--- config.mk ---
export PLATFORM = sky130hd
export DESIGN_NAME = nrs_ctrl
export DESIGN_NICKNAME = d
export VERILOG_FILES = /design/src/design/nrs_pkg.sv /design/src/design/nrs_ctrl.sv
export SDC_FILE = /design/constraint.sdc
export NUM_CORES = 1
export LEC_CHECK = 0
export ABC_CLOCK_PERIOD_IN_PS = 1810
export BUFFER_PORTS_ARGS = -buffer_cell sky130_fd_sc_hd__buf_4
export CAP_MARGIN = 20
export CORE_AREA = 2 2 39 41
export CTS_CLUSTER_DIAMETER = 200
export DETAILED_ROUTE_END_ITERATION = 12
export DIE_AREA = 0 0 41 43
export GPL_ROUTABILITY_DRIVEN = 0
export GPL_TIMING_DRIVEN = 1
export MAX_ROUTING_LAYER = met4
export PLACE_DENSITY = 0.65
export SKIP_LAST_GASP = 1
export SLEW_MARGIN = 25
export SYNTH_ARGS = -nofsm -noshare
export SYNTH_HDL_FRONTEND = slang
export SYNTH_SLANG_ARGS = --single-unit
--- constraint.sdc ---
create_clock -name clock -period 1.81 [get_ports clock]
set_input_delay 0 -clock clock [delete_from_list [all_inputs] [get_ports clock]]
set_output_delay 0 -clock clock [all_outputs]
set_load 0.1 [all_outputs]
--- src/design/nrs_pkg.sv ---
`timescale 1ns / 1ps
// Shared types, constants and helper functions of the NACK receive scoreboard.
package nrs_pkg;

   localparam int unsigned MAX_PACKETS_DEFAULT   = 65536;
   localparam int unsigned PAYLOAD_BYTES_DEFAULT = 1250;

   // The seen bitmap is held as words of this many sequence bits.
   localparam int unsigned MAP_WORD_BITS = 32;
   localparam int unsigned BIT_IDX_W     = 5;

   localparam int unsigned PACKET_COUNT_W = 17;
   localparam int unsigned LAST_BYTES_W   = 11;
   localparam int unsigned CSR_DATA_W     = 17;
   localparam int unsigned CSR_INDEX_W    = 1;
   localparam int unsigned SEQ_NUM_W      = 32;
   localparam int unsigned KIND_W         = 3;
   localparam int unsigned OFFSET_W       = 27;
   localparam int unsigned LENGTH_W       = 11;
   localparam int unsigned NACK_W         = 16;

   // floor(n / 5) == (n * RECIP5) >> RECIP5_SHIFT for every n below 2**22.
   localparam int unsigned RECIP5       = 838861;
   localparam int unsigned RECIP5_W     = 20;
   localparam int unsigned RECIP5_SHIFT = 22;

   typedef enum logic [CSR_INDEX_W-1:0] {
      CSR_PACKET_COUNT = 1'b0,
      CSR_LAST_BYTES   = 1'b1
   } csr_index_type;

   typedef enum logic [KIND_W-1:0] {
      KIND_ACCEPTED = 3'd0,
      KIND_DROPPED  = 3'd1,
      KIND_NACK     = 3'd2,
      KIND_NO_NACK  = 3'd3,
      KIND_IDLE     = 3'd4
   } kind_type;

   typedef enum logic [3:0] {
      ST_CLEAR,
      ST_IDLE,
      ST_ARR_READ,
      ST_ARR_CHECK,
      ST_ARR_RECOVER,
      ST_TICK_START,
      ST_PFX_READ,
      ST_PFX_CHECK,
      ST_SCAN_START,
      ST_SCAN_READ,
      ST_SCAN_CHECK,
      ST_FINISH
   } state_type;

   typedef enum logic [3:0] {
      OP_NONE,
      OP_CLEAR,
      OP_LOAD,
      OP_ARR_CHECK,
      OP_RECOVER,
      OP_TICK_START,
      OP_PFX_CHECK,
      OP_SCAN_START,
      OP_SCAN_EXHAUST,
      OP_SCAN_CHECK,
      OP_FINISH
   } op_type;

   typedef enum logic [1:0] {
      ADDR_CLEAR,
      ADDR_ITEM,
      ADDR_PREFIX,
      ADDR_CURSOR
   } addr_sel_type;

   typedef struct packed {
      op_type       op;
      addr_sel_type addr_sel;
   } ctrl_cmd_type;

   typedef struct packed {
      logic clear_last;
      logic tick_active;
      logic pfx_go;
      logic pfx_cont;
      logic scan_go;
      logic scan_cont;
      logic out_free;
   } dp_status_type;

   // Returns {found, index} of the lowest set bit of a bitmap word.
   function automatic logic [BIT_IDX_W:0] first_set(input logic [MAP_WORD_BITS-1:0] v);
      logic [BIT_IDX_W-1:0] idx;
      idx = '0;
      for (int i = MAP_WORD_BITS - 1; i >= 0; i--) begin
         if (v[i]) begin
            idx = BIT_IDX_W'(i);
         end
      end
      return {(|v), idx};
   endfunction

endpackage

--- src/design/nrs_ctrl.sv ---
`timescale 1ns / 1ps
// Controller state machine of the NACK receive scoreboard.
module nrs_ctrl import nrs_pkg::*; (
   input  logic          clock,
   input  logic          reset,
   input  logic          req_valid,
   input  logic          req_command,
   output logic          req_ready,
   input  dp_status_type status,
   output ctrl_cmd_type  cmd
);
   state_type state_ff, state_in;

   always_ff @(posedge clock) begin
      if (reset) begin
         state_ff <= ST_CLEAR;
      end else begin
         state_ff <= state_in;
      end
   end

   always_comb begin
      state_in = state_ff;
      case (state_ff)
         ST_CLEAR: begin
            if (status.clear_last) state_in = ST_IDLE;
         end
         ST_IDLE: begin
            if (req_valid) state_in = req_command ? ST_TICK_START : ST_ARR_READ;
         end
         ST_ARR_READ:    state_in = ST_ARR_CHECK;
         ST_ARR_CHECK:   state_in = ST_ARR_RECOVER;
         ST_ARR_RECOVER: state_in = ST_FINISH;
         ST_TICK_START: begin
            state_in = status.tick_active ? ST_PFX_READ : ST_FINISH;
         end
         ST_PFX_READ: begin
            state_in = status.pfx_go ? ST_PFX_CHECK : ST_SCAN_START;
         end
         ST_PFX_CHECK: begin
            state_in = status.pfx_cont ? ST_PFX_READ : ST_SCAN_START;
         end
         ST_SCAN_START: state_in = ST_SCAN_READ;
         ST_SCAN_READ: begin
            state_in = status.scan_go ? ST_SCAN_CHECK : ST_FINISH;
         end
         ST_SCAN_CHECK: begin
            state_in = status.scan_cont ? ST_SCAN_READ : ST_FINISH;
         end
         ST_FINISH: begin
            if (status.out_free) state_in = ST_IDLE;
         end
         default: state_in = ST_IDLE;
      endcase
   end

   always_comb begin
      req_ready    = 1'b0;
      cmd.op       = OP_NONE;
      cmd.addr_sel = ADDR_ITEM;
      case (state_ff)
         ST_CLEAR: begin
            cmd.op       = OP_CLEAR;
            cmd.addr_sel = ADDR_CLEAR;
         end
         ST_IDLE: begin
            req_ready = 1'b1;
            if (req_valid) cmd.op = OP_LOAD;
         end
         ST_ARR_READ:    cmd.addr_sel = ADDR_ITEM;
         ST_ARR_CHECK:   cmd.op = OP_ARR_CHECK;
         ST_ARR_RECOVER: cmd.op = OP_RECOVER;
         ST_TICK_START:  cmd.op = OP_TICK_START;
         ST_PFX_READ:    cmd.addr_sel = ADDR_PREFIX;
         ST_PFX_CHECK: begin
            cmd.op       = OP_PFX_CHECK;
            cmd.addr_sel = ADDR_PREFIX;
         end
         ST_SCAN_START:  cmd.op = OP_SCAN_START;
         ST_SCAN_READ: begin
            cmd.op       = status.scan_go ? OP_NONE : OP_SCAN_EXHAUST;
            cmd.addr_sel = ADDR_CURSOR;
         end
         ST_SCAN_CHECK: begin
            cmd.op       = OP_SCAN_CHECK;
            cmd.addr_sel = ADDR_CURSOR;
         end
         ST_FINISH:      cmd.op = OP_FINISH;
         default:        cmd.op = OP_NONE;
      endcase
   end

   // A word taken in idle always starts an arrival or a tick sequence.
   a_accept_starts: assert property (@(posedge clock) disable iff (reset)
      (req_valid && req_ready) |=> (state_ff == ST_ARR_READ || state_ff == ST_TICK_START))
      else $error("accepted word did not start a sequence");

   // A finished result waits in FINISH until the output register frees up.
   a_finish_holds: assert property (@(posedge clock) disable iff (reset)
      (state_ff == ST_FINISH && !status.out_free) |=> state_ff == ST_FINISH)
      else $error("result left FINISH while output register was full");

   // Nothing is accepted until the bitmap clearing pass has finished.
   a_no_accept_in_clear: assert property (@(posedge clock) disable iff (reset)
      state_ff == ST_CLEAR |-> cmd.op == OP_CLEAR && !req_ready)
      else $error("word accepted during bitmap clear");
endmodule

### Word-level counts from Yosys, hierarchy flattened

Index checks and enable logic that the tools add are counted.

* output and inout bits: 7
* register bits after elaboration: 4
* word-level logic and storage cells: 34

* muxes and demuxes: 15
* reductions and logical operators: 4
* equality and inequality tests: 14

Operator list (number)
* $pmux 4 s12: 1
* $pmux 4 s10: 1
* $mux 4: 7
* $eq 4x3->1 const B: 4
* $eq 4x4->1 const B: 4
* $eq 4x2->1 const B: 2
* $ne 2x2->1 const B: 3
* $pmux 2 s3: 1
* $eq 4x1->1 const B: 1
* $logic_not 4->1: 1
* $mux 2: 2
* $reduce_or 2->1: 2
* $mux 3: 1
* $reduce_and 3->1: 1
* $mux 1: 2

### Longest topological paths before layout

Gate-level depths: netlist of the first run.

* depth in word-level cells: 3
* mapped depth: 6
* gate-level depth less buffers: 4

### Least setup slack after synthesis of the first run

No wires, ideal clock.

* kind: reg2out
* start: register state_ff[1]
* end: output port cmd[1] in the netlist's numbering
* data arrival time: 2.874 ns
* slack: -1.064 ns
* stages on the path, launching flop included: 5
* data required time: 1.810 ns
* buffers on the path: 2
* cells stage by stage: dfxtp_1 buf_2 buf_4 xnor2_1 o21ai_0

RTL lines
* start, declared: RTL line nrs_ctrl.sv:12 `state_type state_ff, state_in;`
* start signal, assigned: RTL line nrs_ctrl.sv:18 `state_ff <= state_in;`
* end, declared: RTL line nrs_ctrl.sv:10 `output ctrl_cmd_type cmd`

==> results of run 1 <==
routing by layer:
layer | wire [um] | up-vias | part of all wire [%]
li1 | - | 319 | -
met1 | 638 | 275 | 47
met2 | 644 | 25 | 47
met3 | 86 | 0 | 6.3
met4 | 0 | 0 | 0
met5 | 0 | - | 0
area by class of cell:
cell class | count | area share (%)
multi-input cells | 62 | 56.33
inverters | 4 | 2.080
well taps | 16 | 2.773
clock buffers | 3 | 3.120
flip-flops and latches | 4 | 11.44
repair buffers | 23 | 24.26
kinds of logic after synthesis:
logic type | after synthesis | synth area share, %
AND/OR/NAND/NOR | 31 | 32.61
AO/OA/AOI/OAI | 28 | 37.44
buffers and inverters | 9 | 9.178
flip-flops | 4 | 15.46
XOR/XNOR | 2 | 3.382
multiplexers | 1 | 1.932
final timing paths:
path / end / slack, ps / cells after the start
max: cmd[4] / 130 / 5
min: state_ff[0]$_SDFFE_PP0P_ / 120 / 3
max reg2reg: state_ff[0]$_SDFFE_PP0P_ / 340 / 4
min reg2reg: state_ff[3]$_SDFFE_PP0P_ / 660 / 2
power groups by stage:
stage / registers, uW / logic, uW / clock network, uW
floorplan: 99.8 / 175 / 0
finish: 109 / 220 / 106
CTS: 108 / 220 / 114
detailed placement: 109 / 218 / 0
global placement: 110 / 217 / 0
global route: 110 / 233 / 122
synthesized netlist by cell type, types with 3 or more instances:
cell type	count
inv_2	3
nand3_1	4
o21ai_0	6
a21oi_1	4
nor4_1	3
dfxtp_1	4
buf_4	3
nand2b_1	7
nand2_1	7
nor2_1	4
timing repair:
| item | in CTS | in global routing |
|---|---|---|
| setup endpoints to repair | 0 | 3 |
| endpoints found under the hold margin | 2 | 0 |
| hold buffers | 1 | 0 |
| gates resized for setup | 0 | 2 |
| buffers inserted | 0 | 0 |
metrics by stage:
stage                     worst slack [ps]  hold WS, ps
after CTS                            23.77        112.2
final                                131.2        124.1
after global placement               170.2        206.3
after detailed placement             148.6        210.2
after floorplan                     -314.9        69.41
after global routing                 37.29        127.4
cell usage in the layout (no fill, tap or decap), drive strengths merged, types with 3 or more instances in the layout:
master	instances
dfxtp	4
buf	22
o21ai	8
a211oi	3
nor2	4
a21oi	4
nand2	7
nor4	3
nand3	4
clkbuf	3
nand2b	7
inv	4
worst register-to-register path: stages, from the launching register on:
cell and delay (ps):
dfxtp_2 510, inv_2 150, nor4_1 360, a211oi_1 110, a211oi_2 260
==> flow_summary.json, run 1 <==
{
  "yosys_warnings": 0,
  "grt_pass1_wl_um": 2249,
  "stdcell_area_sq_um": 721.9,
  "grt_use_met3_pct": 0,
  "finClkSkew_ps": 0.1044,
  "synth-main-ff-cell": "dfxtp_1",
  "synth_area_leader_cell": "dfxtp_1",
  "synth_top_area_share_pct": 15.46,
  "area_growth_pct": 39.37,
  "antenna_found_initial": 0,
  "vdd_drop_max_v": 0.0003050,
  "grt.met2_usage_pct": 29.06,
  "grt.overflow.total": 0,
  "rsz0062_at_grt": "no",
  "power.density_nw_per_um2": 602.2,
  "clkSinkCount": 4,
  "drive_above_1_share_pct": 38.54,
  "p_clk_share_pct": 24.5,
  "fin_total_pwr_uw": 434.8,
  "utilization_pct": 52.17,
  "final_antenna_net_count": 0,
  "top_regs": "state_ff x4",
  "p_seq_share_pct": 25.0,
  "async_flop_share_pct": 0,
  "grt_pass1_vias": 545,
  "die-height_um": 43,
  "path_class": "reg -> out",
  "synth_area_sq_um": 518.0,
  "period_share_pct": 92.75,
  "cp_cell_sequence": "inv_2 > nand2_1 > nor2_1 > a31o_2 > buf_4",
  "num_vias": 619,
  "multi_input_area_sq_um": 406.6,
  "cp_slowest_stage_delay_ps": 630,
  "seq_area_frac_synth_pct": 15.46,
  "cp_top_family": "flip-flops",
  "critical-path-slowest-cell": "dfxtp_1",
  "status": "completed",
  "arrival_ps": 1680,
  "maxCapViolations": 0,
  "drv_slew": 0,
  "io_buffers": 17,
  "max_freq_ghz": 0.5957,
  "fillers": 143,
  "intPower_uw": 238.7,
  "startpoint": "state_ff[0]$_SDFFE_PP0P_",
  "dieArea_sq_um": 1763,
  "syn_avg_cell_area_sq_um": 6.907,
  "drt_first_iter_violations": 15,
  "required_ps": 1810,
  "switchingPower_uw": 196.1,
  "start_kind": "register",
  "crit_buf_inv": 2,
  "relSlewSlack_pct": 66.29,
  "synth_cell_types": 33,
  "viasPerCell": 5.527,
  "crit_path_max_fanout": 16,
  "min-delay-start": "status[6]",
  "cts-root-buf": "clkbuf_4",
  "switching_share_pct": 45.10,
  "start_util_pct": 37.43,
  "largest_register_ffs": 4,
  "tightest_slew_ps": 504.9,
  "ios": 18,
  "core_sq_um": 1384,
  "p_leak_uw": 0.0003096,
  "synth-seq-cells": 4,
  "insertion_delay_ps": 230,
  "dpl-instance-area_sq_um": 686.9,
  "setup_viol_count_final": 0,
  "top_usage_layer": "met2",
  "pwr-share-comb_pct": 50.5,
  "cts_tree": "built",
  "cts_buffers": 3,
  "htreeDepth": 1,
  "rows": 14,
  "use_met1_pct": 25.24,
  "synth_cells": 75,
  "wl_per_cell_um": 12.23,
  "layout.nets": 109,
  "hold_path_class": "in -> reg",
  "syn_nets": 86,
  "end_kind": "output port",
  "regMostFlops": "state_ff",
  "synth_edf_count": 0,
  "regArea_sq_um": 82.58,
  "stdcell_count": 112,
  "drcViolationCount": 0,
  "dr.pass1.iters": 4,
  "fin_setup_tns_ps": 0,
  "finalWirelength_um": 1370,
  "fp.dieW_um": 41,
  "synthTopCellsByArea": "dfxtp_1 (15%), nand2b_1 (8.5%), o21ai_0 (5.8%)",
  "timing_hold_violations_final": 0,
  "min_period_ps": 1679,
  "grt_max_degree": 18,
  "grtUsageTotal_pct": 18.87,
  "timing.rr.start": "state_ff[2]$_SDFFE_PP0P_",
  "path_clk_slew_ps": 40,
  "clk_path_buf_depth": 2,
  "diodes": 0,
  "hpwl_um": 1076,
  "dp_cells": 108
}
Power figures use the tool's default switching activity.
==> run 2: changes to the inputs <==
ABC_CLOCK_PERIOD_IN_PS = 1640   (was 1810)
clock period = 1.64 ns   (was 1.81 ns; I/O delays follow)
==> run 2 against run 1 <==
Against the previous run: design area up 2.1%; largest power group unchanged; clock-buffer cell count unchanged; global-route usage increased by 0.80 points; final cell count up 1.8%; critical endpoint unchanged; clock power is 15% higher; register-to-register slack worse by 40 ps; sequential share of layout area is 0.23 points lower; combinational power up 17%.
==> flow_summary.json, run 2 (synthesis gave the netlist of run 1 again) <==
{
  "finClkSkew_ps": 6.548,
  "multi_input_area_sq_um": 406.6,
  "cts-root-buf": "clkbuf_4",
  "fp.dieW_um": 41,
  "utilization_pct": 53.25,
  "top_regs": "state_ff x4",
  "rsz0062_at_grt": "no",
  "drt_first_iter_violations": 19,
  "dr.pass1.iters": 4,
  "dpl-instance-area_sq_um": 701.9,
  "arrival_ps": 1550,
  "rows": 14,
  "io_buffers": 17,
  "grt.overflow.total": 0,
  "layout_commonest_cell": "buf_4",
  "critical-path-slowest-cell": "dfxtp_1",
  "diodes": 0,
  "use_met1_pct": 26.13,
  "grt.met2_usage_pct": 27.19,
  "cpMostUsedCell": "buf_4",
  "path_class": "reg -> out",
  "core_sq_um": 1384,
  "wl_per_cell_um": 12.92,
  "clkSinkCount": 4,
  "cp_cell_sequence": "buf_4 > nand2b_1 > nor2_1 > a31o_2 > buf_4",
  "area_growth_pct": 42.27,
  "hpwl_um": 1133,
  "die-height_um": 43,
  "largest_register_ffs": 4,
  "min_period_ps": 1545,
  "layout_common_cells": "buf_4 (24), nand2b_1 (7), nand2_1 (7), nor2_1 (4), nand3_1 (4)",
  "cts_buffers": 3,
  "relSlewSlack_pct": 73.76,
  "dieArea_sq_um": 1763,
  "insertion_delay_ps": 240,
  "fillers": 138,
  "crit_path_max_fanout": 7,
  "stdcell_area_sq_um": 737.0,
  "path_clk_slew_ps": 40,
  "fin_setup_tns_ps": 0,
  "period_share_pct": 94.23,
  "num_vias": 651,
  "layout.nets": 111,
  "maxCapViolations": 0,
  "status": "completed",
  "clk_path_buf_depth": 2,
  "final_antenna_net_count": 0,
  "finalWirelength_um": 1473,
  "start_util_pct": 37.43,
  "drv_slew": 0,
  "grt_pass1_wl_um": 2325,
  "drcViolationCount": 0,
  "grt_pass1_vias": 553,
  "max_freq_ghz": 0.6471,
  "drive_above_1_share_pct": 39.80,
  "power.density_nw_per_um2": 670.2,
  "cp_slowest_stage_delay_ps": 470,
  "p_leak_uw": 0.0003197,
  "htreeDepth": 1,
  "timing_hold_violations_final": 0,
  "required_ps": 1640,
  "vdd_drop_max_v": 0.0004163,
  "ios": 18,
  "regArea_sq_um": 82.58,
  "setup_viol_count_final": 0,
  "end_kind": "output port",
  "grt_use_met3_pct": 5.236,
  "hold_path_class": "in -> reg",
  "start_kind": "register",
  "tightest_slew_ps": 390.0,
  "fin_total_pwr_uw": 493.9,
  "cts_setup_buffers": 0,
  "top_usage_layer": "met2",
  "cts_tree": "built",
  "grtUsageTotal_pct": 19.67,
  "grt_max_degree": 14,
  "antenna_found_initial": 0,
  "regMostFlops": "state_ff",
  "viasPerCell": 5.711
}
-- run 2: changes by cell type in the layout (fill, tap and decap cells not counted) --
cell   delta
buf_4     +2
-- run 2: metrics by stage --
stage | hold slack (ps) | worst slack (ps) | instances
after floorplan | 69.41 | -484.9 | 75
after global placement | 205.9 | 123.5 | 110
after detailed placement | 202.1 | 190.1 | 110
after CTS | 79.57 | 83.66 | 114
after global routing | 89.96 | 4.791 | 114
final | 84.42 | 94.65 | 114
-- run 2: where the power goes --
part | leakage (uW) | switching [uW] | internal, uW
registers | 0.0000336 | 11.4 | 103
logic | 0.000272 | 171 | 86.2
clock network | 0.0000138 | 40.4 | 81.9
total | 0.000320 | 223 | 271
-- run 2: layer usage --
metal | wire length (um) | vias to the layer above
li1 | - | 326
met5 | 0 | -
met2 | 680 | 28
met4 | 15 | 0
met3 | 125 | 2
met1 | 652 | 295
-- run 2: area by class of cell --
type / count / share of cell area [%]
Sequential cell: 4 / 11.21
Timing Repair Buffer: 25 / 25.81
Clock buffer: 3 / 3.056
Multi-Input combinational cell: 62 / 55.18
Inverter: 4 / 2.037
Tap cell: 16 / 2.716
-- run 2: repair_timing --
action,CTS,global route
hold buffers,1,0
endpoints found under the setup margin,2,0
gates resized for setup,2,0
endpoints found under the hold margin,2,0
-- run 2: final timing paths --
path,startpoint,cells after the start,slack (ps),end
worst max-delay path,state_ff[3]$_SDFFE_PP0P_,5,90,cmd[4]
worst min-delay path,status[6],3,80,state_ff[0]$_SDFFE_PP0P_
worst max register to register,state_ff[0]$_SDFFE_PP0P_,4,300,state_ff[1]$_SDFFE_PP0P_
worst min register to register,state_ff[1]$_SDFFE_PP0P_,2,700,state_ff[3]$_SDFFE_PP0P_
-- run 2: critical path, delay by kind of cell (launching register included) --
kind	cells	cell delay, ps
buf+inv	2	470
flops	1	470
simple gates	2	250
compound gates	1	110
