[config.mk]
export PLATFORM = sky130hd
export DESIGN_NAME = nrs_datapath
export DESIGN_NICKNAME = d
export VERILOG_FILES = /design/src/design/nrs_pkg.sv /design/src/design/nrs_datapath.sv
export SDC_FILE = /design/constraint.sdc
export NUM_CORES = 1
export LEC_CHECK = 0
export BUFFER_PORTS_ARGS = -buffer_cell sky130_fd_sc_hd__buf_2
export CORE_MARGIN = 5
export CORE_UTILIZATION = 44
export CTS_BUF_LIST = sky130_fd_sc_hd__clkbuf_16
export CTS_CLUSTER_SIZE = 14
export DETAILED_ROUTE_END_ITERATION = 6
export GPL_TIMING_DRIVEN = 0
export PLACE_DENSITY = 0.67
export SLEW_MARGIN = 20
export SYNTH_ARGS = -nofsm -noshare
export SYNTH_HDL_FRONTEND = slang
export SYNTH_SLANG_ARGS = --single-unit
[constraint.sdc]
create_clock -name clock -period 13.6 [get_ports clock]
set_clock_uncertainty 0.15 [all_clocks]
set_input_delay 0 -clock clock [delete_from_list [all_inputs] [get_ports clock]]
set_output_delay 0 -clock clock [all_outputs]
set_load 0.02 [all_outputs]
[src/design/nrs_pkg.sv]
`timescale 1ns / 1ps
// Shared types, constants and helper functions of the NACK receive scoreboard.
package nrs_pkg;

   localparam int unsigned MAX_PACKETS_DEFAULT   = 65536;
   localparam int unsigned PAYLOAD_BYTES_DEFAULT = 1250;

   // The seen bitmap is held as words of this many sequence bits.
   localparam int unsigned MAP_WORD_BITS = 32;
   localparam int unsigned BIT_IDX_W     = 5;

   localparam int unsigned PACKET_COUNT_W = 17;
   localparam int unsigned LAST_BYTES_W   = 11;
   localparam int unsigned CSR_DATA_W     = 17;
   localparam int unsigned CSR_INDEX_W    = 1;
   localparam int unsigned SEQ_NUM_W      = 32;
   localparam int unsigned KIND_W         = 3;
   localparam int unsigned OFFSET_W       = 27;
   localparam int unsigned LENGTH_W       = 11;
   localparam int unsigned NACK_W         = 16;

   // floor(n / 5) == (n * RECIP5) >> RECIP5_SHIFT for every n below 2**22.
   localparam int unsigned RECIP5       = 838861;
   localparam int unsigned RECIP5_W     = 20;
   localparam int unsigned RECIP5_SHIFT = 22;

   typedef enum logic [CSR_INDEX_W-1:0] {
      CSR_PACKET_COUNT = 1'b0,
      CSR_LAST_BYTES   = 1'b1
   } csr_index_type;

   typedef enum logic [KIND_W-1:0] {
      KIND_ACCEPTED = 3'd0,
      KIND_DROPPED  = 3'd1,
      KIND_NACK     = 3'd2,
      KIND_NO_NACK  = 3'd3,
      KIND_IDLE     = 3'd4
   } kind_type;

   typedef enum logic [3:0] {
      ST_CLEAR,
      ST_IDLE,
      ST_ARR_READ,
      ST_ARR_CHECK,
      ST_ARR_RECOVER,
      ST_TICK_START,
      ST_PFX_READ,
      ST_PFX_CHECK,
      ST_SCAN_START,
      ST_SCAN_READ,
      ST_SCAN_CHECK,
      ST_FINISH
   } state_type;

   typedef enum logic [3:0] {
      OP_NONE,
      OP_CLEAR,
      OP_LOAD,
      OP_ARR_CHECK,
      OP_RECOVER,
      OP_TICK_START,
      OP_PFX_CHECK,
      OP_SCAN_START,
      OP_SCAN_EXHAUST,
      OP_SCAN_CHECK,
      OP_FINISH
   } op_type;

   typedef enum logic [1:0] {
      ADDR_CLEAR,
      ADDR_ITEM,
      ADDR_PREFIX,
      ADDR_CURSOR
   } addr_sel_type;

   typedef struct packed {
      op_type       op;
      addr_sel_type addr_sel;
   } ctrl_cmd_type;

   typedef struct packed {
      logic clear_last;
      logic tick_active;
      logic pfx_go;
      logic pfx_cont;
      logic scan_go;
      logic scan_cont;
      logic out_free;
   } dp_status_type;

   // Returns {found, index} of the lowest set bit of a bitmap word.
   function automatic logic [BIT_IDX_W:0] first_set(input logic [MAP_WORD_BITS-1:0] v);
      logic [BIT_IDX_W-1:0] idx;
      idx = '0;
      for (int i = MAP_WORD_BITS - 1; i >= 0; i--) begin
         if (v[i]) begin
            idx = BIT_IDX_W'(i);
         end
      end
      return {(|v), idx};
   endfunction

endpackage

[src/design/nrs_datapath.sv]
`timescale 1ns / 1ps
// Datapath: registers, scoreboard state, bitmap word search and result register.
module nrs_datapath import nrs_pkg::*; #(
   parameter int unsigned MAX_PACKETS   = MAX_PACKETS_DEFAULT,
   parameter int unsigned PAYLOAD_BYTES = PAYLOAD_BYTES_DEFAULT,
   localparam int unsigned Words = (MAX_PACKETS + MAP_WORD_BITS - 1) / MAP_WORD_BITS,
   localparam int unsigned AddrW = (Words > 1) ? $clog2(Words) : 1
) (
   input  logic                        clock,
   input  logic                        reset,
   input  logic                        csr_write_enable,
   input  logic [CSR_INDEX_W-1:0]      csr_index,
   input  logic [CSR_DATA_W-1:0]       csr_write_data,
   input  logic                        req_command,
   input  logic signed [SEQ_NUM_W-1:0] req_seq_num,
   input  ctrl_cmd_type                cmd,
   output dp_status_type               status,
   output logic                        mem_we,
   output logic [AddrW-1:0]            mem_waddr,
   output logic [MAP_WORD_BITS-1:0]    mem_wdata,
   output logic [AddrW-1:0]            mem_raddr,
   input  logic [MAP_WORD_BITS-1:0]    mem_rdata,
   input  logic                        rsp_ready,
   output logic                        rsp_valid,
   output logic [KIND_W-1:0]           rsp_result_kind,
   output logic [OFFSET_W-1:0]         rsp_write_offset,
   output logic [LENGTH_W-1:0]         rsp_write_length,
   output logic [NACK_W-1:0]           rsp_nack_seq,
   output logic                        rsp_complete
);
   localparam int unsigned SeqW = (MAX_PACKETS > 1) ? $clog2(MAX_PACKETS) : 1;
   localparam int unsigned CntW = SeqW + 1;
   localparam int unsigned ProdW = CntW + RECIP5_W;

   // Configuration and scoreboard state
   logic [PACKET_COUNT_W-1:0] pkt_count_ff;
   logic [LAST_BYTES_W-1:0]   last_bytes_ff;
   logic [CntW-1:0]           n_div5_ff;
   logic [CntW-1:0]           dp_ff, dp_in;
   logic [SeqW-1:0]           high_ff, high_in;
   logic [CntW-1:0]           count_ff, count_in;
   logic [CntW-1:0]           sp_ff, sp_in;
   logic                      rec_ff, rec_in;
   logic [CntW-1:0]           cur_ff, cur_in;
   logic [CntW-1:0]           lim_ff, lim_in;
   logic [AddrW-1:0]          clr_ff;
   logic                      out_valid_ff;

   // Item and result payload
   logic                      item_tick_ff;
   logic [SEQ_NUM_W-1:0]      item_seq_ff;
   kind_type                  res_kind_ff, res_kind_in;
   logic [OFFSET_W-1:0]       res_off_ff, res_off_in;
   logic [LENGTH_W-1:0]       res_len_ff, res_len_in;
   logic [NACK_W-1:0]         res_nack_ff, res_nack_in;
   logic [KIND_W-1:0]         out_kind_ff;
   logic [OFFSET_W-1:0]       out_off_ff;
   logic [LENGTH_W-1:0]       out_len_ff;
   logic [NACK_W-1:0]         out_nack_ff;
   logic                      out_complete_ff;

   logic [CntW-1:0]           n_eff;
   logic [ProdW-1:0]          n_prod;
   logic [31:0]               n32, h32, seq32, dp32, cur32, pos32, base32, cand32, lim32;
   logic [31:0]               hor32, limit_new32;
   logic [BIT_IDX_W:0]        search;
   logic                      found, in_range, hit, fresh, out_load, complete_now;
   logic [BIT_IDX_W-1:0]      seq_bit;
   logic [AddrW-1:0]          seq_addr;
   logic [LENGTH_W-1:0]       final_len;

   assign n_eff  = (32'(pkt_count_ff) > 32'(MAX_PACKETS)) ? CntW'(MAX_PACKETS)
                                                          : CntW'(pkt_count_ff);
   assign n_prod = ProdW'(n_eff) * ProdW'(RECIP5);

   assign n32      = 32'(n_eff);
   assign h32      = 32'(high_ff);
   assign seq32    = item_seq_ff;
   assign dp32     = 32'(dp_ff);
   assign cur32    = 32'(cur_ff);
   assign lim32    = 32'(lim_ff);
   assign seq_bit  = item_seq_ff[BIT_IDX_W-1:0];
   assign seq_addr = item_seq_ff[BIT_IDX_W +: AddrW];
   assign in_range = !seq32[31] && (seq32 < n32);
   assign hit      = mem_rdata[seq_bit];
   assign fresh    = in_range && !hit;

   // The prefix walk and the NACK scan share one word search.
   assign pos32  = (cmd.addr_sel == ADDR_PREFIX) ? dp32 : cur32;
   assign base32 = pos32 & ~32'(MAP_WORD_BITS - 1);
   assign search = first_set(~mem_rdata & ({MAP_WORD_BITS{1'b1}} << pos32[BIT_IDX_W-1:0]));
   assign found  = search[BIT_IDX_W];
   assign cand32 = found ? base32 + 32'(search[BIT_IDX_W-1:0]) : base32 + 32'(MAP_WORD_BITS);

   assign hor32 = (5 * h32 > 4 * n32) ? h32 + 32'(n_div5_ff) : h32;
   assign limit_new32 = (hor32 + 32'd1 < n32) ? hor32 + 32'd1 : n32;

   assign final_len = (32'(last_bytes_ff) > 32'(PAYLOAD_BYTES)) ? LENGTH_W'(PAYLOAD_BYTES)
                                                                : last_bytes_ff;
   assign complete_now = (count_ff == n_eff);

   always_comb begin
      status.clear_last  = (32'(clr_ff) == 32'(Words - 1));
      status.tick_active = rec_ff && !complete_now;
      status.pfx_go      = dp_ff < lim_ff;
      status.pfx_cont    = !found && (base32 + 32'(MAP_WORD_BITS) < lim32);
      status.scan_go     = cur_ff < n_eff;
      status.scan_cont   = !(found && cand32 < n32) && (base32 + 32'(MAP_WORD_BITS) < n32);
      status.out_free    = !out_valid_ff || rsp_ready;
   end

   always_comb begin
      case (cmd.addr_sel)
         ADDR_CLEAR:  mem_raddr = clr_ff;
         ADDR_ITEM:   mem_raddr = seq_addr;
         ADDR_PREFIX: mem_raddr = dp32[BIT_IDX_W +: AddrW];
         ADDR_CURSOR: mem_raddr = cur32[BIT_IDX_W +: AddrW];
         default:     mem_raddr = seq_addr;
      endcase
   end

   assign mem_we    = (cmd.op == OP_CLEAR) || (cmd.op == OP_ARR_CHECK && fresh);
   assign mem_waddr = (cmd.op == OP_CLEAR) ? clr_ff : seq_addr;
   assign mem_wdata = (cmd.op == OP_CLEAR) ? '0
                                           : (mem_rdata | (MAP_WORD_BITS'(1) << seq_bit));

   always_comb begin
      dp_in       = dp_ff;
      high_in     = high_ff;
      count_in    = count_ff;
      sp_in       = sp_ff;
      rec_in      = rec_ff;
      cur_in      = cur_ff;
      lim_in      = lim_ff;
      res_kind_in = res_kind_ff;
      res_off_in  = res_off_ff;
      res_len_in  = res_len_ff;
      res_nack_in = res_nack_ff;
      case (cmd.op)
         OP_LOAD: begin
            res_off_in  = '0;
            res_len_in  = '0;
            res_nack_in = '0;
         end
         OP_ARR_CHECK: begin
            if (fresh) begin
               if (CntW'(seq32) > CntW'(high_ff)) high_in = SeqW'(seq32);
               count_in    = count_ff + CntW'(1);
               res_kind_in = KIND_ACCEPTED;
               res_off_in  = OFFSET_W'(seq32 * 32'(PAYLOAD_BYTES));
               res_len_in  = (seq32 == n32 - 32'd1) ? final_len : LENGTH_W'(PAYLOAD_BYTES);
            end else begin
               res_kind_in = KIND_DROPPED;
            end
         end
         OP_RECOVER: begin
            if (!complete_now && (5 * h32 >= 4 * n32)) rec_in = 1'b1;
         end
         OP_TICK_START: begin
            lim_in = CntW'(limit_new32);
            if (!status.tick_active) res_kind_in = KIND_IDLE;
         end
         OP_PFX_CHECK: begin
            dp_in = (cand32 < lim32) ? CntW'(cand32) : lim_ff;
         end
         OP_SCAN_START: cur_in = sp_ff;
         OP_SCAN_EXHAUST: begin
            sp_in       = dp_ff;
            res_kind_in = KIND_NO_NACK;
         end
         OP_SCAN_CHECK: begin
            if (found && cand32 < n32) begin
               sp_in       = (cand32 == n32 - 32'd1) ? dp_ff : CntW'(cand32 + 32'd1);
               res_kind_in = KIND_NACK;
               res_nack_in = NACK_W'(cand32);
            end else if (status.scan_cont) begin
               cur_in = CntW'(base32 + 32'(MAP_WORD_BITS));
            end else begin
               sp_in       = dp_ff;
               res_kind_in = KIND_NO_NACK;
            end
         end
         default: begin
         end
      endcase
   end

   assign out_load = (cmd.op == OP_FINISH) && status.out_free;

   always_ff @(posedge clock) begin
      if (reset) begin
         pkt_count_ff  <= PACKET_COUNT_W'(1);
         last_bytes_ff <= LAST_BYTES_W'(1250);
         dp_ff         <= '0;
         high_ff       <= '0;
         count_ff      <= '0;
         sp_ff         <= '0;
         rec_ff        <= 1'b0;
         cur_ff        <= '0;
         lim_ff        <= '0;
         clr_ff        <= '0;
         out_valid_ff  <= 1'b0;
      end else begin
         if (csr_write_enable) begin
            case (csr_index_type'(csr_index))
               CSR_PACKET_COUNT: pkt_count_ff <= PACKET_COUNT_W'(csr_write_data);
               CSR_LAST_BYTES:   last_bytes_ff <= csr_write_data[LAST_BYTES_W-1:0];
               default: begin
               end
            endcase
         end
         dp_ff    <= dp_in;
         high_ff  <= high_in;
         count_ff <= count_in;
         sp_ff    <= sp_in;
         rec_ff   <= rec_in;
         cur_ff   <= cur_in;
         lim_ff   <= lim_in;
         if (cmd.op == OP_CLEAR) clr_ff <= clr_ff + AddrW'(1);
         if (out_load) begin
            out_valid_ff <= 1'b1;
         end else if (rsp_ready) begin
            out_valid_ff <= 1'b0;
         end
      end
   end

   always_ff @(posedge clock) begin
      n_div5_ff   <= CntW'(n_prod >> RECIP5_SHIFT);
      res_kind_ff <= res_kind_in;
      res_off_ff  <= res_off_in;
      res_len_ff  <= res_len_in;
      res_nack_ff <= res_nack_in;
      if (cmd.op == OP_LOAD) begin
         item_tick_ff <= req_command;
         item_seq_ff  <= req_seq_num;
      end
      if (out_load) begin
         out_kind_ff     <= res_kind_ff;
         out_off_ff      <= res_off_ff;
         out_len_ff      <= res_len_ff;
         out_nack_ff     <= res_nack_ff;
         out_complete_ff <= complete_now;
      end
   end

   assign rsp_valid        = out_valid_ff;
   assign rsp_result_kind  = out_kind_ff;
   assign rsp_write_offset = out_off_ff;
   assign rsp_write_length = out_len_ff;
   assign rsp_nack_seq     = out_nack_ff;
   assign rsp_complete     = out_complete_ff;

   // Arrival processing only runs on an arrival word.
   a_arrival_only: assert property (@(posedge clock) disable iff (reset)
      cmd.op == OP_ARR_CHECK |-> !item_tick_ff)
      else $error("arrival check on a tick word");

   // The complete-prefix pointer never moves backwards.
   a_prefix_monotonic: assert property (@(posedge clock) disable iff (reset)
      1'b1 |=> dp_ff >= $past(dp_ff))
      else $error("complete-prefix pointer moved backwards");

   // Recovery, once on, stays on until reset.
   a_recovery_sticky: assert property (@(posedge clock) disable iff (reset)
      rec_ff |=> rec_ff)
      else $error("recovery flag dropped");
endmodule

# Word-level counts from Yosys, hierarchy flattened

Cells that the tools add are included.

Bits in registers: 304
Input port bits: 93
Output and inout port bits: 121
Logic and storage cells: 176

Add/subtract/negate cells: 8
Multipliers: 3
$lt $le $gt $ge: 14
Eq/ne operators: 23
Shift operators: 2
Mux-type cells: 65
Bitwise logic cells: 4
Reductions and logical operators: 35

Operators by type and width:

| kind                     | number |
|---|---|
| $mux W17                 | 10 |
| $mux W5                  | 32 |
| $lt A32 B17 Y1           | 3 |
| $pmux W17 S2             | 2 |
| $lt A18 B17 Y1           | 3 |
| $pmux W27 S2             | 1 |
| $mux W11                 | 4 |
| $pmux W11 S4             | 1 |
| $mul A17 B20 Y37 const B | 1 |
| $add A17 B1 Y17 const B  | 2 |
| $lt A17 B17 Y1           | 2 |
| $and A32 B32 Y32         | 1 |
| $eq A18 B32 Y1           | 1 |
| $eq A32 B32 Y1           | 1 |
| $gt A32 B19 Y1           | 1 |
| $mul A32 B10 Y26 const B | 1 |
| $mux W32                 | 1 |
| $not A32 Y32             | 1 |
| $or A32 B32 Y32          | 1 |
| $pmux W16 S2             | 1 |
| $reduce_or A32 Y1        | 1 |
| $shl A1 B5 Y32 const A   | 1 |
| $shl A32 B5 Y32 const A  | 1 |
| $mux W27                 | 1 |
| other kinds (38)         | 80 |

# Longest topological paths before layout

Word-level depth: 45
Depth in mapped cells: 41
Gate-level depth less buffers: 40

# Worst setup path before layout

No wires, ideal clock.

Path type: register -> register
Start: register high_ff[1]
End: register lim_ff[11]
Setup time: 134 ps
Arrival: 8,148 ps
Data required time: 13,316 ps
Slack: 5,168 ps
Stages on the path, launching flop included: 41
Buffers on the path: 1
Cell sequence: dfxtp_1 > ha_1 > ha_1 > inv_1 > fa_1 > nor2b_1 > o21ai_0 > a21boi_0 > o21ai_0 > a21boi_0 > o21ai_0 > a21boi_0 > o21ai_0 > a21oi_1 > o21ai_0 > or4b_2 > o311ai_0 > ha_1 > [... 5 more ...] > mux2_2 > ha_1 > and3_1 > xnor2_1 > a21oi_1 > ha_1 > a21o_1 > a21o_1 > a21o_1 > a21oi_1 > o21ai_0 > a41oi_1 > o21ai_0 > a31oi_1 > clkbuf_1 > nor2_1 > a211oi_1 > a211oi_1

Longest elaborated chain between the ends: 6

RTL lines:

| item                   | RTL line            | RTL |
|---|---|---|
| start, declared        | nrs_datapath.sv:40  | `logic [SeqW-1:0] high_ff, high_in;` |
| start signal, assigned | nrs_datapath.sv:213 | `high_ff <= high_in;` |
| $mul A3 B16 Y19        | nrs_datapath.sv:95  | `assign hor32 = (5 * h32 > 4 * n32) ? h32 + 32'(n_div5_ff) : h32;` |
| $gt A32 B19 Y1         | nrs_datapath.sv:95  |  |
| $mux W17 (*)           | nrs_datapath.sv:95  |  |
| $add A17 B1 Y18 (*)    | nrs_datapath.sv:96  | `assign limit_new32 = (hor32 + 32'd1 < n32) ? hor32 + 32'd1 : n32;` |
| $lt A18 B17 Y1         | nrs_datapath.sv:96  |  |
| $mux W17 (*)           | nrs_datapath.sv:96  |  |
| end signal, assigned   | nrs_datapath.sv:218 | `lim_ff <= lim_in;` |
| end, declared          | nrs_datapath.sv:45  | `logic [CntW-1:0] lim_ff, lim_in;` |

Every way passes the cells marked *; elsewhere a longest branch is shown, timed or not.
A chain may end at the register's enable or synchronous reset.

# Worst setup path in the final report

Start: register high_ff[1]
End: register lim_ff[12]

The elaborated chain is that of the path after synthesis.

==> summary.md <==
| Metric | Value |
|---|---|
| CP Launch Type | flip-flop |
| PnR worst setup slack | 3230 ps |
| I/O Buffers | 208 |
| Gr ovfl total | 0 |
| Vias in the first global route | 24.4k |
| Share of the synthesized area in the top cell type | 18.2% |
| Initial antenna violation count | 2 |
| CP Max Fanout | 10 |
| Remaining DRCs | 0 |
| Fin area | 0.0329 mm^2 |
| Worst Hold Margin | 4.46 ps |
| Post-layout min period | 10,370 ps |
| Later-pin clock latency in the skew report | 590 ps |
| Avg Inst Size Synth | 9.22 um^2 |
| First-pass GRT wire length | 144,000 um |
| Sequential share of the synthesized area | 26.2% |
| TritonCTS buffer count | 35 |
| Slowest CP cell | nor3b_1 |
| Htree depth | 2 |
| Crit-path max cell delay | 740 ps |
| Yosys synthesis warning count | 0 |
| Netlist cell types | 102 |
| CTS sink cnt | 302 |
| Worst Tran Pin Value | 1210 ps |
| Peak VDD IR | 0.0806 mV |
| #FFs+latches synth | 302 |
| Top_reg_cell synth | dfxtp_1 |
| GRT Resource Usage Total | 26.2% |
| N_diodes | 0 |
| Initial Util | 44.4% |
| Final hold violation count | 0 |
| Finish-stage setup viols | 0 |
| Arr. time, crit path | 10,660 ps |
| Hold_buf cts | 90 |
| CTS tree | done |
| Setup repair bufs after CTS | 0 |
| Leak | 14.9 nW |
| Share of cells above drive strength 1 | 11.0% |
| Detail Placement HPWL | 73,400 um |
| Hold Crit Class | input pin to flip-flop |
| Most frequent CP cell | o21ai_0 |
| Max-slew headroom | 18.7% |
| Post-DRT Antenna Nets | 0 |
| RSZ-0062 raised after global routing | no |
| Critical path class | flip-flop to flip-flop |
| Pre-CTS WS | 3410 ps |
| CTS Buffer Depth | 3 |
| Post-synth top area cell | ha_1 |
| CTS resizes | 0 |
| Crit. End Element | flip-flop |
| Cell row count | 93 |
| Peak Freq | 96.4 MHz |
| Crit share post-route | 76.3% |
| Placeable Area | 0.0645 mm^2 |
| Area after DPL | 0.0308 mm^2 |
| Async SR Flop Fraction | 0% |
| Routed WL per cell | 21.9 um |
| Max-Cap Viols | 0 |
| Via/cell ratio | 5.76 |
| EDFF count, synth | 145 |
| Starting DRT DRC Count | 2,122 |
| Post-Synthesis Cell Area | 0.0286 mm^2 |
| Nets | 4,084 |
| Die X | 265 um |
| 1st-pass router iterations | 6 |
| Die height | 265 um |
| Total Neg Setup Slack | 0 ps |
| Clock root buffer master | clkbuf_16 |
| Top area cells in the synthesized netlist | ha_1, edfxtp_1, dfxtp_1 |
| Die area | 0.0702 mm^2 |
| Placer Congestion | 0.996 |
| Outcome | finished clean |
| Max-slew violations | 0 |
| Post-synth net total | 3,745 |
| Vias | 24.9k |
| Synth Instances | 3,101 |
| Pin count of the biggest net entering global routing | 33 |
| Io pins | 214 |
| Area growth syn-to-layout | 14.9% |
| Critical Path RT | 13,890 ps |
| Pwr per Cell Area | 93.5 mW/mm^2 |
| WL final | 94,700 um |
| Clock-pin slew of the registers on the worst-case setup and hold paths | 60 ps |
## layout make-up
cell class / instances / area [um^2]
fill: 6059 / 31600
multi-input combinational: 2323 / 19300
sequential: 302 / 7500
timing repair buffer: 302 / 2010
inverter: 375 / 1410
tap: 855 / 1070
clock buffer: 35 / 876
buffer: 101 / 475
clock inverter: 29 / 231
## cells in the final DEF, fill, tap and decap left out, types with 9 or more instances in the layout
master,count
o21a_1,37
a211oi_1,28
mux2i_1,50
o21bai_1,9
or3_1,9
a31oi_1,26
a311oi_1,25
a21o_1,71
nand4_1,42
and3_1,25
buf_2,216
dfxtp_1,157
nor2b_1,35
nand2b_1,18
nand2_1,223
nor3_1,53
mux2_2,13
mux4_2,21
o31ai_1,12
nor2_1,244
edfxtp_1,145
o211ai_1,20
fa_1,136
dlygate4sd3_1,90
o21ai_0,101
a2111oi_0,10
inv_1,379
xnor2_1,115
or2_2,10
clkbuf_16,35
nor4_1,36
xor2_1,53
nand3_1,88
and2_1,34
a21oi_1,186
ha_1,415
clkbuf_1,78
## sequential cells by signal (all words and copies together) (netlist names)
| signal | cells |
|---|---|
| res_off_ff | 26 |
| res_len_ff | 11 |
| high_ff | 16 |
| rsp_result_kind | 3 |
| rsp_write_offset | 26 |
| clr_ff | 11 |
| lim_ff | 17 |
| sp_ff | 17 |
| pkt_count_ff | 17 |
| n_div5_ff | 15 |
| cur_ff | 17 |
| count_ff | 17 |
| res_nack_ff | 16 |
| rsp_valid | 1 |
| last_bytes_ff | 11 |
| dp_ff | 17 |
| rsp_write_length | 11 |
| item_seq_ff | 32 |
| rsp_nack_seq | 16 |
| rsp_complete | 1 |
| res_kind_ff | 3 |
| rec_ff | 1 |
## critical path: cells and delay by family, from the launching register on
kind | cells | cell delay [ps]
flip-flops | 1 | 610
AND/OR/NAND/NOR | 11 | 3050
buffers and inverters | 2 | 470
adder cells (fa/ha/maj) | 6 | 1530
multiplexers | 2 | 620
XOR/XNOR | 1 | 150
AO/OA/AOI/OAI | 18 | 3660
## final timing paths
path / start / endpoint / slack (ps) / cells past startpoint
worst max-delay path: high_ff[1]$_SDFFE_PP0P_ / lim_ff[12]$_SDFFE_PP0P_ / 3230 / 40
worst min-delay path: req_seq_num[30] / item_seq_ff[30]$_DFFE_PP_ / 4 / 2
worst max register to register: high_ff[1]$_SDFFE_PP0P_ / lim_ff[12]$_SDFFE_PP0P_ / 3230 / 40
worst min register to register: res_len_ff[10]$_SDFFCE_PN0P_ / rsp_write_length[10]$_DFFE_PP_ / 260 / 0
## cell usage after synthesis, types with 37 or more instances
| cell | count |
|---|---|
| o21ai_0 | 101 |
| nor4_1 | 37 |
| a21o_1 | 71 |
| clkbuf_1 | 79 |
| fa_1 | 136 |
| nand2_1 | 224 |
| xnor2_1 | 120 |
| nand3_1 | 88 |
| nor3_1 | 53 |
| inv_1 | 371 |
| o21a_1 | 37 |
| edfxtp_1 | 145 |
| a21oi_1 | 186 |
| dfxtp_1 | 157 |
| mux2i_1 | 50 |
| ha_1 | 415 |
| nor2_1 | 244 |
| nand4_1 | 42 |
| xor2_1 | 53 |
## cells by family after synthesis
group | count (synthesis) | share of synthesized area (%)
buf+inv | 476 | 6.58
mux | 91 | 4.33
xor+xnor | 176 | 5.54
simple gates | 877 | 15.1
other cells | 1 | 0.0131
fa+ha+maj | 551 | 27.7
flops | 302 | 26.2
compound gates | 627 | 14.5
## report_power, final
group	total [W]	internal (W)	switching, W
clock	0.000915	0.000499	0.000416
combinational	0.00113	0.000465	0.000662
sequential	0.00103	0.000986	0.0000421
## stage by stage
stage               utilization [%]  cells  power [W]
floorplan                         -   3101    0.00184
global placement               47.6   4164    0.00213
detailed placement             47.8   4168    0.00214
CTS                            50.9   4322    0.00307
global route                   51.0   4322    0.00327
finish                         51.0   4322    0.00307
## layer usage
layer  GRT usage, %  share of wire, %  vias to the layer above
met4           11.7               5.3                        2
met3           5.52               9.6                      292
met2           42.6                45                     1181
met5              0             0.018                        -
li1               -                 -                    11600
met1           33.8                40                    11800
Note: power is estimated with default switching activity, not from simulation.
